## src/rtl/twt_pkg.sv

```systemverilog
`default_nettype none

package twt_pkg;

	// character codes the tokenizer reacts to
	localparam logic [7:0] CH_AMP    = 8'h26;  // &
	localparam logic [7:0] CH_APOS   = 8'h27;  // '
	localparam logic [7:0] CH_DASH   = 8'h2D;  // -
	localparam logic [7:0] CH_UNDER  = 8'h5F;  // _
	localparam logic [7:0] CH_COLON  = 8'h3A;  // :
	localparam logic [7:0] CH_COMMA  = 8'h2C;  // ,
	localparam logic [7:0] CH_DOT    = 8'h2E;  // .
	localparam logic [7:0] CH_LBRACE = 8'h7B;  // {
	localparam logic [7:0] CH_RBRACE = 8'h7D;  // }
	localparam logic [7:0] CH_BSLASH = 8'h5C;  // backslash
	localparam logic [7:0] CH_STAR   = 8'h2A;  // *
	localparam logic [7:0] CH_PLUS   = 8'h2B;  // +
	localparam logic [7:0] CH_BANG   = 8'h21;  // !
	localparam logic [7:0] CH_QMARK  = 8'h3F;  // ?
	localparam logic [7:0] CH_DQUOTE = 8'h22;  // "
	localparam logic [7:0] CH_RPAREN = 8'h29;  // )
	localparam logic [7:0] CH_RBRACK = 8'h5D;  // ]
	localparam logic [7:0] CH_SPACE  = 8'h20;
	localparam logic [7:0] CH_TAB    = 8'h09;
	localparam logic [7:0] CH_CR     = 8'h0D;

	// config register indexes
	localparam int unsigned CFG_IDX_BITS = 1;
	localparam logic [CFG_IDX_BITS-1:0] CFG_WILDCARD  = 1'b0;
	localparam logic [CFG_IDX_BITS-1:0] CFG_PARAGRAPH = 1'b1;
	localparam int unsigned CFG_DATA_BITS = 32;

	// error codes
	localparam logic [1:0] ERR_NONE      = 2'd0;
	localparam logic [1:0] ERR_BAD_DIGIT = 2'd1;
	localparam logic [1:0] ERR_NO_COMMA  = 2'd2;

	// front-to-back queue
	localparam int unsigned QUEUE_DEPTH = 4;
	localparam int unsigned QPTR_BITS   = 2;

	// byte classes worked out in the front
	typedef struct packed {
		logic dig;       // 0-9
		logic alnum;     // letter or digit
		logic dot;
		logic comma;
		logic colon;
		logic bslash;
		logic lbrace;
		logic rbrace;
		logic wild;      // . \ * + ? {
		logic bang_q;    // ! or ?
		logic closer;    // ends a sentence after a dot
		logic gen_punct; // & ' - _
	} twt_class_t;

	typedef struct packed {
		logic [7:0] data;
		logic       last;
		twt_class_t cls;
	} twt_word_t;

endpackage

`default_nettype wire

```

## src/rtl/twt_front.sv

```systemverilog
`default_nettype none

module twt_front import twt_pkg::*; (
	input  wire logic       in_valid,
	input  wire logic [7:0] in_byte,
	input  wire logic       last_byte,
	output logic            in_stall,
	input  wire logic       q_full,
	output logic            push,
	output twt_word_t       push_word
);

	twt_class_t cls;

	always_comb begin
		cls.dig       = (in_byte inside {["0":"9"]});
		cls.alnum     = (in_byte inside {["0":"9"], ["A":"Z"], ["a":"z"]});
		cls.dot       = (in_byte == CH_DOT);
		cls.comma     = (in_byte == CH_COMMA);
		cls.colon     = (in_byte == CH_COLON);
		cls.bslash    = (in_byte == CH_BSLASH);
		cls.lbrace    = (in_byte == CH_LBRACE);
		cls.rbrace    = (in_byte == CH_RBRACE);
		cls.wild      = (in_byte inside {CH_DOT, CH_BSLASH, CH_STAR, CH_PLUS, CH_QMARK,
			CH_LBRACE});
		cls.bang_q    = (in_byte inside {CH_BANG, CH_QMARK});
		cls.closer    = (in_byte inside {CH_DQUOTE, CH_APOS, CH_RPAREN, CH_RBRACK, CH_RBRACE,
			CH_SPACE, [CH_TAB:CH_CR]});
		cls.gen_punct = (in_byte inside {CH_AMP, CH_APOS, CH_DASH, CH_UNDER});
	end

	assign in_stall       = q_full;
	assign push           = in_valid && !q_full;
	assign push_word.data = in_byte;
	assign push_word.last = last_byte;
	assign push_word.cls  = cls;

endmodule

`default_nettype wire

```

## src/rtl/twt_queue.sv

```systemverilog
`default_nettype none

module twt_queue import twt_pkg::*; (
	input  wire logic       clk,
	input  wire logic       arst_n,
	input  wire logic       push,
	input  wire twt_word_t  push_word,
	output logic            full,
	input  wire logic       pop,
	output twt_word_t       pop_word,
	output logic            empty
);

	twt_word_t            mem_q [QUEUE_DEPTH];
	logic [QPTR_BITS-1:0] wr_ptr_q;
	logic [QPTR_BITS-1:0] rd_ptr_q;
	logic [QPTR_BITS:0]   fill_q;

	assign full     = (fill_q == (QPTR_BITS+1)'(QUEUE_DEPTH));
	assign empty    = (fill_q == '0);
	assign pop_word = mem_q[rd_ptr_q];

	always_ff @(posedge clk) begin
		if (push) begin
			mem_q[wr_ptr_q] <= push_word;
		end
	end

	always_ff @(posedge clk or negedge arst_n) begin
		if (!arst_n) begin
			wr_ptr_q <= '0;
			rd_ptr_q <= '0;
			fill_q   <= '0;
		end else begin
			if (push) begin
				wr_ptr_q <= wr_ptr_q + QPTR_BITS'(1);
			end
			if (pop) begin
				rd_ptr_q <= rd_ptr_q + QPTR_BITS'(1);
			end
			case ({push, pop})
				2'b10:   fill_q <= fill_q + (QPTR_BITS+1)'(1);
				2'b01:   fill_q <= fill_q - (QPTR_BITS+1)'(1);
				default: fill_q <= fill_q;
			endcase
		end
	end

endmodule

`default_nettype wire

```

## src/rtl/twt_back.sv

```systemverilog
`default_nettype none

module twt_back import twt_pkg::*; #(
	parameter int unsigned COUNT_BITS = 32
) (
	input  wire logic                     clk,
	input  wire logic                     arst_n,
	input  wire logic                     cfg_write,
	input  wire logic [CFG_IDX_BITS-1:0]  cfg_index,
	input  wire logic [CFG_DATA_BITS-1:0] cfg_data,
	input  wire logic                     q_empty,
	input  wire twt_word_t                q_word,
	output logic                          q_pop,
	output logic                          out_valid,
	input  wire logic                     out_stall,
	output logic [7:0]                    out_byte,
	output logic                          appended,
	output logic                          token_done,
	output logic [31:0]                   token_number,
	output logic [31:0]                   sentence_number,
	output logic [31:0]                   paragraph_out,
	output logic [1:0]                    error_code
);

	typedef enum logic [1:0] {KIND_GENERIC, KIND_INTEGER, KIND_DECIMAL, KIND_TIME} kind_t;
	typedef enum logic [1:0] {PH_OUT, PH_FIRST, PH_SECOND} phase_t;

	logic                  wildcard_q;
	logic [31:0]           paragraph_q;

	logic                  open_q, n_open;
	kind_t                 kind_q, n_kind, kind_c;
	logic                  esc_q, n_esc;
	logic                  awd_q, n_awd;
	phase_t                phase_q, n_phase;
	logic                  seen_q, n_seen;
	logic                  dot_q, n_dot;
	logic                  failed_q, n_failed;
	logic [COUNT_BITS-1:0] tok_cnt_q, n_tok_cnt;
	logic [COUNT_BITS-1:0] sent_cnt_q, n_sent_cnt;

	logic                  c_app, c_done, c_proc, c_cont;
	logic [1:0]            c_err;
	logic [COUNT_BITS-1:0] c_tok_rep, c_sent_rep;

	logic                  out_valid_q;
	logic [7:0]            byte_q;
	logic                  app_q, done_q;
	logic [31:0]           tok_q, sent_q, para_q;
	logic [1:0]            err_q;

	twt_class_t c;
	assign c = q_word.cls;

	assign q_pop = !q_empty && (!out_valid_q || !out_stall);

	always_comb begin
		n_open     = open_q;
		n_kind     = kind_q;
		n_esc      = esc_q;
		n_awd      = awd_q;
		n_phase    = phase_q;
		n_seen     = seen_q;
		n_dot      = dot_q;
		n_failed   = failed_q;
		n_tok_cnt  = tok_cnt_q;
		n_sent_cnt = sent_cnt_q;
		c_app      = 1'b0;
		c_done     = 1'b0;
		c_proc     = 1'b1;
		c_err      = ERR_NONE;
		c_cont     = 1'b0;
		kind_c     = kind_q;
		c_tok_rep  = tok_cnt_q;
		c_sent_rep = sent_cnt_q;

		if (failed_q) begin
			c_proc = 1'b0;
		end else begin
			if (dot_q) begin
				n_dot = 1'b0;
				if (c.closer) begin
					n_sent_cnt = n_sent_cnt + COUNT_BITS'(1);
				end
			end

			case (phase_q)
				PH_FIRST: begin
					c_proc = 1'b0;
					if (seen_q && c.comma) begin
						n_phase = PH_SECOND;
						n_seen  = 1'b0;
					end else if (!c.dig) begin
						c_err = ERR_BAD_DIGIT;
					end else begin
						n_seen = 1'b1;
						if (q_word.last) begin
							c_err = ERR_NO_COMMA;
						end
					end
				end
				PH_SECOND: begin
					if (c.rbrace) begin
						if (seen_q) begin
							n_phase = PH_OUT;
						end else begin
							c_err = ERR_BAD_DIGIT;
						end
					end else begin
						c_proc = 1'b0;
						if (!c.dig) begin
							c_err = ERR_BAD_DIGIT;
						end else begin
							n_seen = 1'b1;
						end
					end
				end
				default: begin
					if (wildcard_q) begin
						if (c.wild) begin
							if (esc_q) begin
								n_esc = 1'b0;
								n_awd = 1'b0;
							end else if (c.dot) begin
								n_awd = 1'b1;
							end else if (c.bslash) begin
								n_esc = 1'b1;
							end else if (c.lbrace && awd_q) begin
								n_phase = PH_FIRST;
								n_seen  = 1'b0;
								c_proc  = 1'b0;
								if (q_word.last) begin
									c_err = ERR_NO_COMMA;
								end
							end
						end else begin
							n_awd = 1'b0;
						end
					end
				end
			endcase

			if (c_err != ERR_NONE) begin
				c_proc   = 1'b0;
				n_open   = 1'b0;
				n_kind   = KIND_GENERIC;
				n_failed = 1'b1;
			end

			if (c_proc) begin
				if (!open_q) begin
					if (c.alnum) begin
						n_open = 1'b1;
						c_app  = 1'b1;
						n_kind = c.dig ? KIND_INTEGER : KIND_GENERIC;
					end
				end else begin
					// an integer is reclassified by its first non-digit
					if (kind_q == KIND_INTEGER) begin
						if (c.comma || c.dot) begin
							kind_c = KIND_DECIMAL;
						end else if (c.colon) begin
							kind_c = KIND_TIME;
						end else if (!c.dig) begin
							kind_c = KIND_GENERIC;
						end
					end
					case (kind_c)
						KIND_DECIMAL: c_cont = c.dig || c.dot || c.comma;
						KIND_TIME:    c_cont = c.dig || c.colon;
						default:      c_cont = c.alnum || c.gen_punct;
					endcase
					n_kind = kind_c;
					if (c_cont) begin
						c_app = 1'b1;
					end else begin
						c_done = 1'b1;
					end
				end
				if (c_done) begin
					c_tok_rep  = n_tok_cnt;
					c_sent_rep = n_sent_cnt;
					n_tok_cnt  = n_tok_cnt + COUNT_BITS'(1);
					n_open     = 1'b0;
					n_kind     = KIND_GENERIC;
				end
				if (!wildcard_q) begin
					if (c.dot && !q_word.last) begin
						n_dot = 1'b1;
					end else if (c.bang_q) begin
						n_sent_cnt = n_sent_cnt + COUNT_BITS'(1);
					end
				end
			end

			if (q_word.last && n_open) begin
				c_done     = 1'b1;
				c_tok_rep  = n_tok_cnt;
				c_sent_rep = n_sent_cnt;
				n_tok_cnt  = n_tok_cnt + COUNT_BITS'(1);
			end
		end

		if (!c_done) begin
			c_tok_rep  = n_tok_cnt;
			c_sent_rep = n_sent_cnt;
		end

		if (q_word.last) begin
			n_open   = 1'b0;
			n_kind   = KIND_GENERIC;
			n_esc    = 1'b0;
			n_awd    = 1'b0;
			n_phase  = PH_OUT;
			n_seen   = 1'b0;
			n_dot    = 1'b0;
			n_failed = 1'b0;
		end
	end

	always_ff @(posedge clk or negedge arst_n) begin
		if (!arst_n) begin
			wildcard_q  <= 1'b0;
			paragraph_q <= '0;
			open_q      <= 1'b0;
			kind_q      <= KIND_GENERIC;
			esc_q       <= 1'b0;
			awd_q       <= 1'b0;
			phase_q     <= PH_OUT;
			seen_q      <= 1'b0;
			dot_q       <= 1'b0;
			failed_q    <= 1'b0;
			tok_cnt_q   <= '0;
			sent_cnt_q  <= '0;
			out_valid_q <= 1'b0;
		end else begin
			if (cfg_write) begin
				case (cfg_index)
					CFG_WILDCARD:  wildcard_q  <= cfg_data[0];
					CFG_PARAGRAPH: paragraph_q <= cfg_data;
					default:       ;
				endcase
			end
			if (q_pop) begin
				open_q      <= n_open;
				kind_q      <= n_kind;
				esc_q       <= n_esc;
				awd_q       <= n_awd;
				phase_q     <= n_phase;
				seen_q      <= n_seen;
				dot_q       <= n_dot;
				failed_q    <= n_failed;
				tok_cnt_q   <= n_tok_cnt;
				sent_cnt_q  <= n_sent_cnt;
				out_valid_q <= 1'b1;
			end else if (!out_stall) begin
				out_valid_q <= 1'b0;
			end
		end
	end

	always_ff @(posedge clk) begin
		if (q_pop) begin
			byte_q <= q_word.data;
			app_q  <= c_app;
			done_q <= c_done;
			tok_q  <= 32'(c_tok_rep);
			sent_q <= 32'(c_sent_rep);
			para_q <= paragraph_q;
			err_q  <= c_err;
		end
	end

	assign out_valid       = out_valid_q;
	assign out_byte        = byte_q;
	assign appended        = app_q;
	assign token_done      = done_q;
	assign token_number    = tok_q;
	assign sentence_number = sent_q;
	assign paragraph_out   = para_q;
	assign error_code      = err_q;

endmodule

`default_nettype wire

```

## src/rtl/text_word_tokenizer.sv

```systemverilog
`default_nettype none

// Word tokenizer for Latin text, one byte per word on the input channel and
// one result word per input byte on the output channel. Throughput is one byte
// per clock sustained while the output is not stalled; a byte taken on the
// input is written into the queue, then loaded into the output register when
// the back end pops it, held while stalled. The figure is set by the
// per-byte token/sentence/quantifier update in the back end, which reads and
// writes its state once per byte. The front classifies each byte and pushes
// it into a four-deep queue, so input and output stall independently; the
// output is a register that keeps taking bytes while a result is not stalled.
// Config (wildcard_mode at index 0, paragraph_number at index 1) may only be
// written while no byte is in flight. Token and sentence counts are COUNT_BITS
// wide, wrap, and are reported in their low 32 bits.

module text_word_tokenizer import twt_pkg::*; #(
	parameter int unsigned COUNT_BITS = 32
) (
	input  wire logic                     clk,
	input  wire logic                     arst_n,
	// config write port
	input  wire logic                     cfg_write,
	input  wire logic [CFG_IDX_BITS-1:0]  cfg_index,
	input  wire logic [CFG_DATA_BITS-1:0] cfg_data,
	// input channel
	input  wire logic                     in_valid,
	output logic                          in_stall,
	input  wire logic [7:0]               in_byte,
	input  wire logic                     last_byte,
	// output channel
	output logic                          out_valid,
	input  wire logic                     out_stall,
	output logic [7:0]                    out_byte,
	output logic                          appended,
	output logic                          token_done,
	output logic [31:0]                   token_number,
	output logic [31:0]                   sentence_number,
	output logic [31:0]                   paragraph_out,
	output logic [1:0]                    error_code
);

	logic      q_full, q_empty, q_push, q_pop;
	twt_word_t push_word, pop_word;

	// front: handshake and byte classes
	twt_front u_front (
		.in_valid  (in_valid),
		.in_byte   (in_byte),
		.last_byte (last_byte),
		.in_stall  (in_stall),
		.q_full    (q_full),
		.push      (q_push),
		.push_word (push_word)
	);

	// decouples input acceptance from output stalls
	twt_queue u_queue (
		.clk       (clk),
		.arst_n    (arst_n),
		.push      (q_push),
		.push_word (push_word),
		.full      (q_full),
		.pop       (q_pop),
		.pop_word  (pop_word),
		.empty     (q_empty)
	);

	// back: token state, counters, output register
	twt_back #(
		.COUNT_BITS (COUNT_BITS)
	) u_back (
		.clk             (clk),
		.arst_n          (arst_n),
		.cfg_write       (cfg_write),
		.cfg_index       (cfg_index),
		.cfg_data        (cfg_data),
		.q_empty         (q_empty),
		.q_word          (pop_word),
		.q_pop           (q_pop),
		.out_valid       (out_valid),
		.out_stall       (out_stall),
		.out_byte        (out_byte),
		.appended        (appended),
		.token_done      (token_done),
		.token_number    (token_number),
		.sentence_number (sentence_number),
		.paragraph_out   (paragraph_out),
		.error_code      (error_code)
	);

endmodule

`default_nettype wire

```

## config.mk

```make
export PLATFORM = sky130hd
export DESIGN_NAME = text_word_tokenizer
export DESIGN_NICKNAME = d
export VERILOG_FILES = /design/src/rtl/twt_pkg.sv /design/src/rtl/twt_front.sv /design/src/rtl/twt_queue.sv /design/src/rtl/twt_back.sv /design/src/rtl/text_word_tokenizer.sv
export SDC_FILE = /design/constraint.sdc
export NUM_CORES = 1
export LEC_CHECK = 0
export ABC_AREA = 1
export ABC_CLOCK_PERIOD_IN_PS = 9980
export BUFFER_PORTS_ARGS = -buffer_cell sky130_fd_sc_hd__buf_4
export CORE_UTILIZATION = 60
export DETAILED_ROUTE_END_ITERATION = 16
export PLACE_DENSITY = 0.88
export SLEW_MARGIN = 20
export SYNTH_ARGS = -nofsm -noshare
export SYNTH_HDL_FRONTEND = slang
export SYNTH_SLANG_ARGS = --single-unit
```

## constraint.sdc

```tcl
create_clock -name clk -period 9.98 [get_ports clk]
set_clock_uncertainty 0.1 [all_clocks]
set_input_delay 1.497 -clock clk [delete_from_list [all_inputs] [get_ports clk]]
set_output_delay 1.497 -clock clk [all_outputs]
set_load 0.05 [all_outputs]
```

==> results.tsv, run 1 <==
metric	value	unit
design area	18700	um2
Worst Reg-to-Reg Cells	18	
Seq/Total Area, Yosys	53.1	%
reg2reg setup slack	5.49	ns
final hold vios	0	
final wirelength	39500	um
fin nets	1993	
Site Rows	59	
DRT antenna net count	0	
# H-tree levels	2	
Root Driver	clkbuf_16	
stages on the worst setup path	18	
area of the die	27800	um2
Pwr Total	5.60	mW
worst hold slack	0.339	ns
CP max-delay cell	nor2_8	
met1 usage	36.3	%
post-synthesis register bit count	307	
Placed Area	17600	um2
maximum fanout along the worst path	79	
setup bufs post-CTS	0	
startpoint types	flop	
Post-synth EDFFs	192	
Async S/R FF share, synth	37.5	%
diodes inserted	0	
Gate Count Post-Synth	1811	
clk sinks	307	
worst path cell trace	buf_4 > inv_8 > o21ai_0 > o22a_1 > nand3_1 > nand3_1 > nand2_4 > nor2_8 > nand2_1 > nand2_2 > ha_1 > nand2_1 > nor2_2 > nand4_1 > nor2_1 > nand2_1 > nand3_1 > o21ai_1	
reg2reg end	u_back.tok_cnt_q[18]$_DFFE_PN0P_	
Max-cap violations	0	
status	complete, no violations	
DR pass1 iterations	8	
layout cells sized above 1	17.8	%
clock slew at reported path FFs	0.06	ns
DRT iter0 DRCs	1416	
Worst Path Required	10.25	ns
crit end category	flop	
Main synth FF type	edfxtp_1	
hold path endpoint	u_back.paragraph_out[4]$_DFFE_PP_	
Leak	7.78	nW
Horiz. Die Dim	167	um
CTS tree	yes	
Avg Vias per Cell	5.78	
# fillers	1927	
Tot GR Track Use	28.7	%
maximum vdd ir drop	216	uV
worst path bufs/invs	2	
io pins	157	
critical path class	reg -> reg	
Yosys warnings	0	
cell area after synthesis	16300	um2
Final GP Congestion	0.958	
synthesized area per cell	8.99	um2
largest net degree at the start of global routing	81	
Starting Density	61.7	%
fin crit period	4.49	ns
WHS Path Cells	0	
Worst Max-Slew Pin Slew	1.10	ns
final slew viol count	0	
global-route wire length before repair	64000	um
DRC viols	0	
post-CTS sizing	0	
Num CTS Buffers	34	
via count	13300	
Worst Hold Launch	u_back.paragraph_q[4]$_DFFE_PN0P_	
CP max stage delay	0.83	ns
Synth cell types	62	
syn_nets	1870	
PwrDens	300	nW/um2
setup violators final	0	
met3 Resource Use GR	6.37	%
die boundary height	167	um
# hold bufs at CTS	0	
Setup TNS	0	ns
Crit path max-delay family	simple AND/OR/NAND/NOR gates	
final core utilization	70.9	%
reg-to-reg startpoint	u_queue.rd_ptr_q[0]$_DFFE_PN0P_	
PortBufs	156	
layer with the highest usage	met2	
core area	26400	um2
vias in the first global route	13000	
hpwl dp	27100	um
WL/cell	17.2	um
Clk Latency, worst-skew pair	0.53	ns
Congestion Overflow GR	0	
initial antenna violation count	0	
Max transition margin	26.5	%
Area Overhead vs Synth	14.8	%
Max Freq	222	MHz
Final period util	45.0	%
clk buf depth	3	
data arrival time of the worst path	4.77	ns
routing usage on met2	47.9	%
RSZ-0062 raised after global routing	false	
worst min path class	reg -> reg	
==> registers in the layout, summed over array words and instances (netlist names), 2 cells and up <==
register                flops
u_back.error_code           2
u_back.sent_cnt_q          32
u_queue.wr_ptr_q            2
u_back.tok_cnt_q           32
u_back.kind_q               2
u_queue.rd_ptr_q            2
u_back.phase_q              2
u_back.paragraph_q         32
u_back.token_number        32
u_back.paragraph_out       32
u_back.sentence_number     32
u_queue.fill_q              3
u_back.out_byte             8
u_queue.mem_q              84
==> cells by family (layout without fill, tap and decap cells) <==
family | count (synthesis) | in the layout | share of synthesized area (%)
AO/OA/AOI/OAI | 198 | 198 | 6.94
buffers and inverters | 273 | 422 | 6.94
XOR/XNOR | 68 | 68 | 3.84
flip-flops | 307 | 307 | 53.1
multiplexers | 32 | 32 | 2.21
AND/OR/NAND/NOR | 921 | 921 | 26.0
adder cells (fa/ha/maj) | 12 | 12 | 0.969
==> cell usage after synthesis, drive strengths merged, types with 3 or more instances <==
master  number  area share (%)
nand2      465              11
nor2       200             5.4
edfxtp     192              35
inv        189             4.4
nand3      149             5.0
o21ai      121             3.7
dfrtp      115              18
clkbuf      61             1.4
xor2        52             2.9
nand4       46             1.9
nor3        34             1.3
mux2        31             2.1
a21oi       27            0.92
buf         22             1.1
o22ai       18            0.69
xnor2       16            0.91
nand3b      15            0.74
ha          11            0.85
o221ai      10            0.54
nor4         7            0.31
o31ai        5            0.23
a31oi        3            0.12
or2          3            0.12
==> report_power, final <==
group          total, mW  switching, mW  internal (mW)
combinational       2.37           1.77          0.604
clock               1.26          0.511          0.748
sequential          1.97          0.176           1.79
total               5.60           2.46           3.14
==> metrics by stage <==
step	cells	worst slack, ns
after CTS	2295	5.56
after global placement	2233	5.83
final	2295	5.49
after floorplan	1811	4.65
after detailed placement	2233	5.64
after global routing	2295	5.12
==> worst max path at each step <==
stage | startpoint | slack, ns | endpoint
after global placement | u_queue.rd_ptr_q[0]$_DFFE_PN0P_ | 5.83 | u_back.tok_cnt_q[18]$_DFFE_PN0P_
after detailed placement | u_queue.rd_ptr_q[0]$_DFFE_PN0P_ | 5.64 | u_back.tok_cnt_q[18]$_DFFE_PN0P_
final | u_queue.rd_ptr_q[0]$_DFFE_PN0P_ | 5.49 | u_back.tok_cnt_q[18]$_DFFE_PN0P_
after global routing | u_queue.rd_ptr_q[0]$_DFFE_PN0P_ | 5.12 | u_back.tok_cnt_q[18]$_DFFE_PN0P_
after floorplan | out_stall | 4.65 | u_queue.fill_q[2]$_DFFE_PN0P_
after CTS | u_queue.rd_ptr_q[0]$_DFFE_PN0P_ | 5.56 | u_back.tok_cnt_q[18]$_DFFE_PN0P_
==> routing by layer <==
layer / part of all wire, % / vias to the layer above
met2: 47 / 706
met4: 3.1 / 0
met3: 9.2 / 114
li1: - / 6286
met5: 0 / -
met1: 40 / 6170
==> final cells by class <==
cell class	count	area, um2	share of cell area (%)
sequential	307	8640	46.3
clock buffer	46	906	4.85
tap	335	419	2.24
timing repair buffer	170	1280	6.85
inverter	190	723	3.87
clock inverter	16	205	1.10
multi-input combinational	1231	6510	34.8
==> cells in the final DEF, fill, tap and decap left out, types with 3 or more instances in the layout <==
master     netlist  routed
nand3_1        139     139
nor2_2          17      17
nor2_1         174     173
nand2_4          3       3
edfxtp_1       192     192
inv_1          175     173
xor2_2           3       3
nor3_1          26      26
mux2_2          31      31
clkbuf_1        61      11
nand4_1         45      45
nand2_2         23      23
a21oi_1         25      25
clkinv_2         0       3
o31ai_1          5       5
nor2_4           7       8
clkinv_1         1       4
clkbuf_16        0      34
inv_2           13      14
o221ai_1        10      10
bufinv_16        0       4
nand2_1        439     439
nand3b_1        13      13
o21ai_1         33      33
ha_1            11      11
xnor2_1         15      15
nand3_2          8       8
dfrtp_1        115     115
o21ai_0         87      87
nor4_1           6       6
nor3_2           8       8
xor2_1          49      49
buf_4            3     169
a31oi_1          3       3
o22ai_1         18      18
Power figures use the tool's default switching activity.
==> inputs of run 2 (changes only) <==
- ABC_CLOCK_PERIOD_IN_PS: 9980 -> 4690
- clock period: 9.98 -> 4.69 ns (I/O delays scaled with it)
==> results.tsv, run 2 (synthesis gave the netlist of run 1 again) <==
metric	value	unit	change
status	complete, no violations		
setup violators final	0		unchanged
reg2reg end	u_back.sentence_number[8]$_DFFE_PP_		
fin crit period	3.95	ns	-0.545 ns
DR pass1 iterations	8		unchanged
RSZ-0062 raised after global routing	false		
maximum fanout along the worst path	23		-71%
die boundary height	167	um	unchanged
final wirelength	39100	um	-0.87%
vias in the first global route	12600		-2.6%
critical path class	reg -> reg		
layout cells sized above 1	18.2	%	+0.46 points
area of the die	27800	um2	unchanged
Worst Reg-to-Reg Cells	20		+2
worst min path class	in -> async		
hpwl dp	27100	um	+0.32%
Max transition margin	40.9	%	+14 points
critical path endpoint	u_back.sentence_number[8]$_DFFE_PP_		
WL/cell	17.0	um	-1.1%
DRT antenna net count	0		unchanged
maximum vdd ir drop	522	uV	+140%
Setup TNS	0	ns	unchanged
# H-tree levels	1		-1
# hold bufs at CTS	0		unchanged
Leak	7.84	nW	+0.77%
global-route wire length before repair	63200	um	-1.3%
commonest non-fill, non-tap cell in the layout	nand2_1		
most frequent cells in the layout	nand2_1, edfxtp_1, buf_4		
Root Driver	clkbuf_16		
Avg Vias per Cell	5.79		about the same
CP Launch Point	u_queue.rd_ptr_q[0]$_DFFE_PN0P_		
Pwr Total	11.9	mW	+110%
PwrDens	637	nW/um2	+110%
Worst Path Required	4.89	ns	-5.36 ns
diodes inserted	0		unchanged
CTS tree	yes		
Congestion Overflow GR	0		unchanged
PortBufs	156		unchanged
data arrival time of the worst path	4.15	ns	-0.62 ns
initial antenna violation count	0		unchanged
crit end category	flop		
Worst Max-Slew Pin Slew	0.887	ns	-0.216 ns
final hold vios	0		unchanged
clk buf depth	3		unchanged
Clk Latency, worst-skew pair	0.56	ns	+0.03 ns
via count	13300		+0.26%
startpoint types	flop		
Site Rows	59		unchanged
Final period util	84.2	%	+39 points
DRC viols	0		unchanged
final slew viol count	0		unchanged
Max Freq	253	MHz	+14%
core area	26400	um2	unchanged
clock slew at reported path FFs	0.06	ns	about the same
max FFs per register	84		unchanged
post-placement cell count	2242		+0.40%
reg2reg setup slack	0.74	ns	-4.74 ns
post-CTS sizing	0		unchanged
setup bufs post-CTS	0		unchanged
Biggest register	u_queue.mem_q		
Non-Filler Instances	2300		+0.22%
Starting Density	61.7	%	unchanged
Tot GR Track Use	28.1	%	-0.64 points
Area Overhead vs Synth	15.3	%	
largest net degree at the start of global routing	81		unchanged
Final GP Congestion	0.980		+2.3%
Max-cap violations	0		unchanged
reg-to-reg startpoint	u_queue.rd_ptr_q[0]$_DFFE_PN0P_		
io pins	157		unchanged
Num CTS Buffers	31		-8.8%
Horiz. Die Dim	167	um	unchanged
DRT iter0 DRCs	1340		-5.4%
clk sinks	307		unchanged
fin nets	1999		+0.30%
[run 2: changes by cell type in the layout (fill, tap and decap cells not counted), sizes merged]
cell and delta:
buf +9, bufinv +2, clkbuf -6, clkinv +1, clkinvlp -1
[run 2: stage by stage]
| stage | setup WS [ns] | area [um2] | hold WS (ns) | util [%] |
|---|---|---|---|---|
| after CTS | 0.782 | 18800 | 0.193 | 71.2 |
| after global routing | 0.433 | 18800 | 0.231 | 71.2 |
| after floorplan | 0.157 | 16300 | 0.308 | - |
| after global placement | 0.931 | 17600 | 0.321 | 66.9 |
| final | 0.740 | 18800 | 0.174 | 71.2 |
| after detailed placement | 0.822 | 17600 | 0.328 | 66.9 |
[run 2: worst max-delay path, stage by stage (launching register included)]
cell,delay (ns)
dfrtp_1,0.47
buf_4,0.29
nand2_1,0.08
nand3_1,0.08
nand2_1,0.15
nand2_1,0.14
nor2_1,0.05
nand2_1,0.08
nand2_1,0.09
nand2_4,0.11
nand3_4,0.14
inv_2,0.12
nand2_2,0.14
nor2_2,0.24
nand2_1,0.34
nor3_1,0.44
nand3_1,0.15
xor2_1,0.18
o21ai_0,0.09
o21ai_1,0.12
nand2_1,0.08
[run 2: worst min-delay path by stage]
stage | cells after the start | endpoint | start | slack [ns]
after global placement | 0 | u_back.paragraph_out[22]$_DFFE_PP_ | u_back.paragraph_q[22]$_DFFE_PN0P_ | 0.32
after detailed placement | 0 | u_back.paragraph_out[13]$_DFFE_PP_ | u_back.paragraph_q[13]$_DFFE_PN0P_ | 0.33
after CTS | 1 | u_back.sent_cnt_q[24]$_DFFE_PN0P_ | arst_n | 0.19
final | 1 | u_back.paragraph_q[23]$_DFFE_PN0P_ | arst_n | 0.17
after global routing | 1 | u_queue.mem_q[3][12]$_DFFE_PP_ | last_byte | 0.23
after floorplan | 0 | u_back.awd_q$_DFFE_PN0P_ | arst_n | 0.31
[run 2: cell type report]
class                           count  area [um2]
Clock buffer                       40         872
Clock inverter                     18         251
Fill cell                        1916        7590
Inverter                          190         723
Multi-Input combinational cell   1231        6510
Sequential cell                   307        8640
Tap cell                          335         419
Timing Repair Buffer              179        1340
[run 2: power by group]
| part | internal, mW | switching [mW] |
|---|---|---|
| Combinational | 1.31 | 3.79 |
| Sequential | 3.80 | 0.377 |
| Clock | 1.64 | 1.03 |
| Total | 6.75 | 5.19 |
[run 2: layer usage]
layer	vias up	part of all wire, %	track usage, %	wire (um)
li1	6310	-	-	-
met3	73	8.2	4.11	3220
met1	6305	42	38.2	16400
met5	-	0	0	0
met2	622	48	47.3	18600
met4	0	2.2	7.53	869
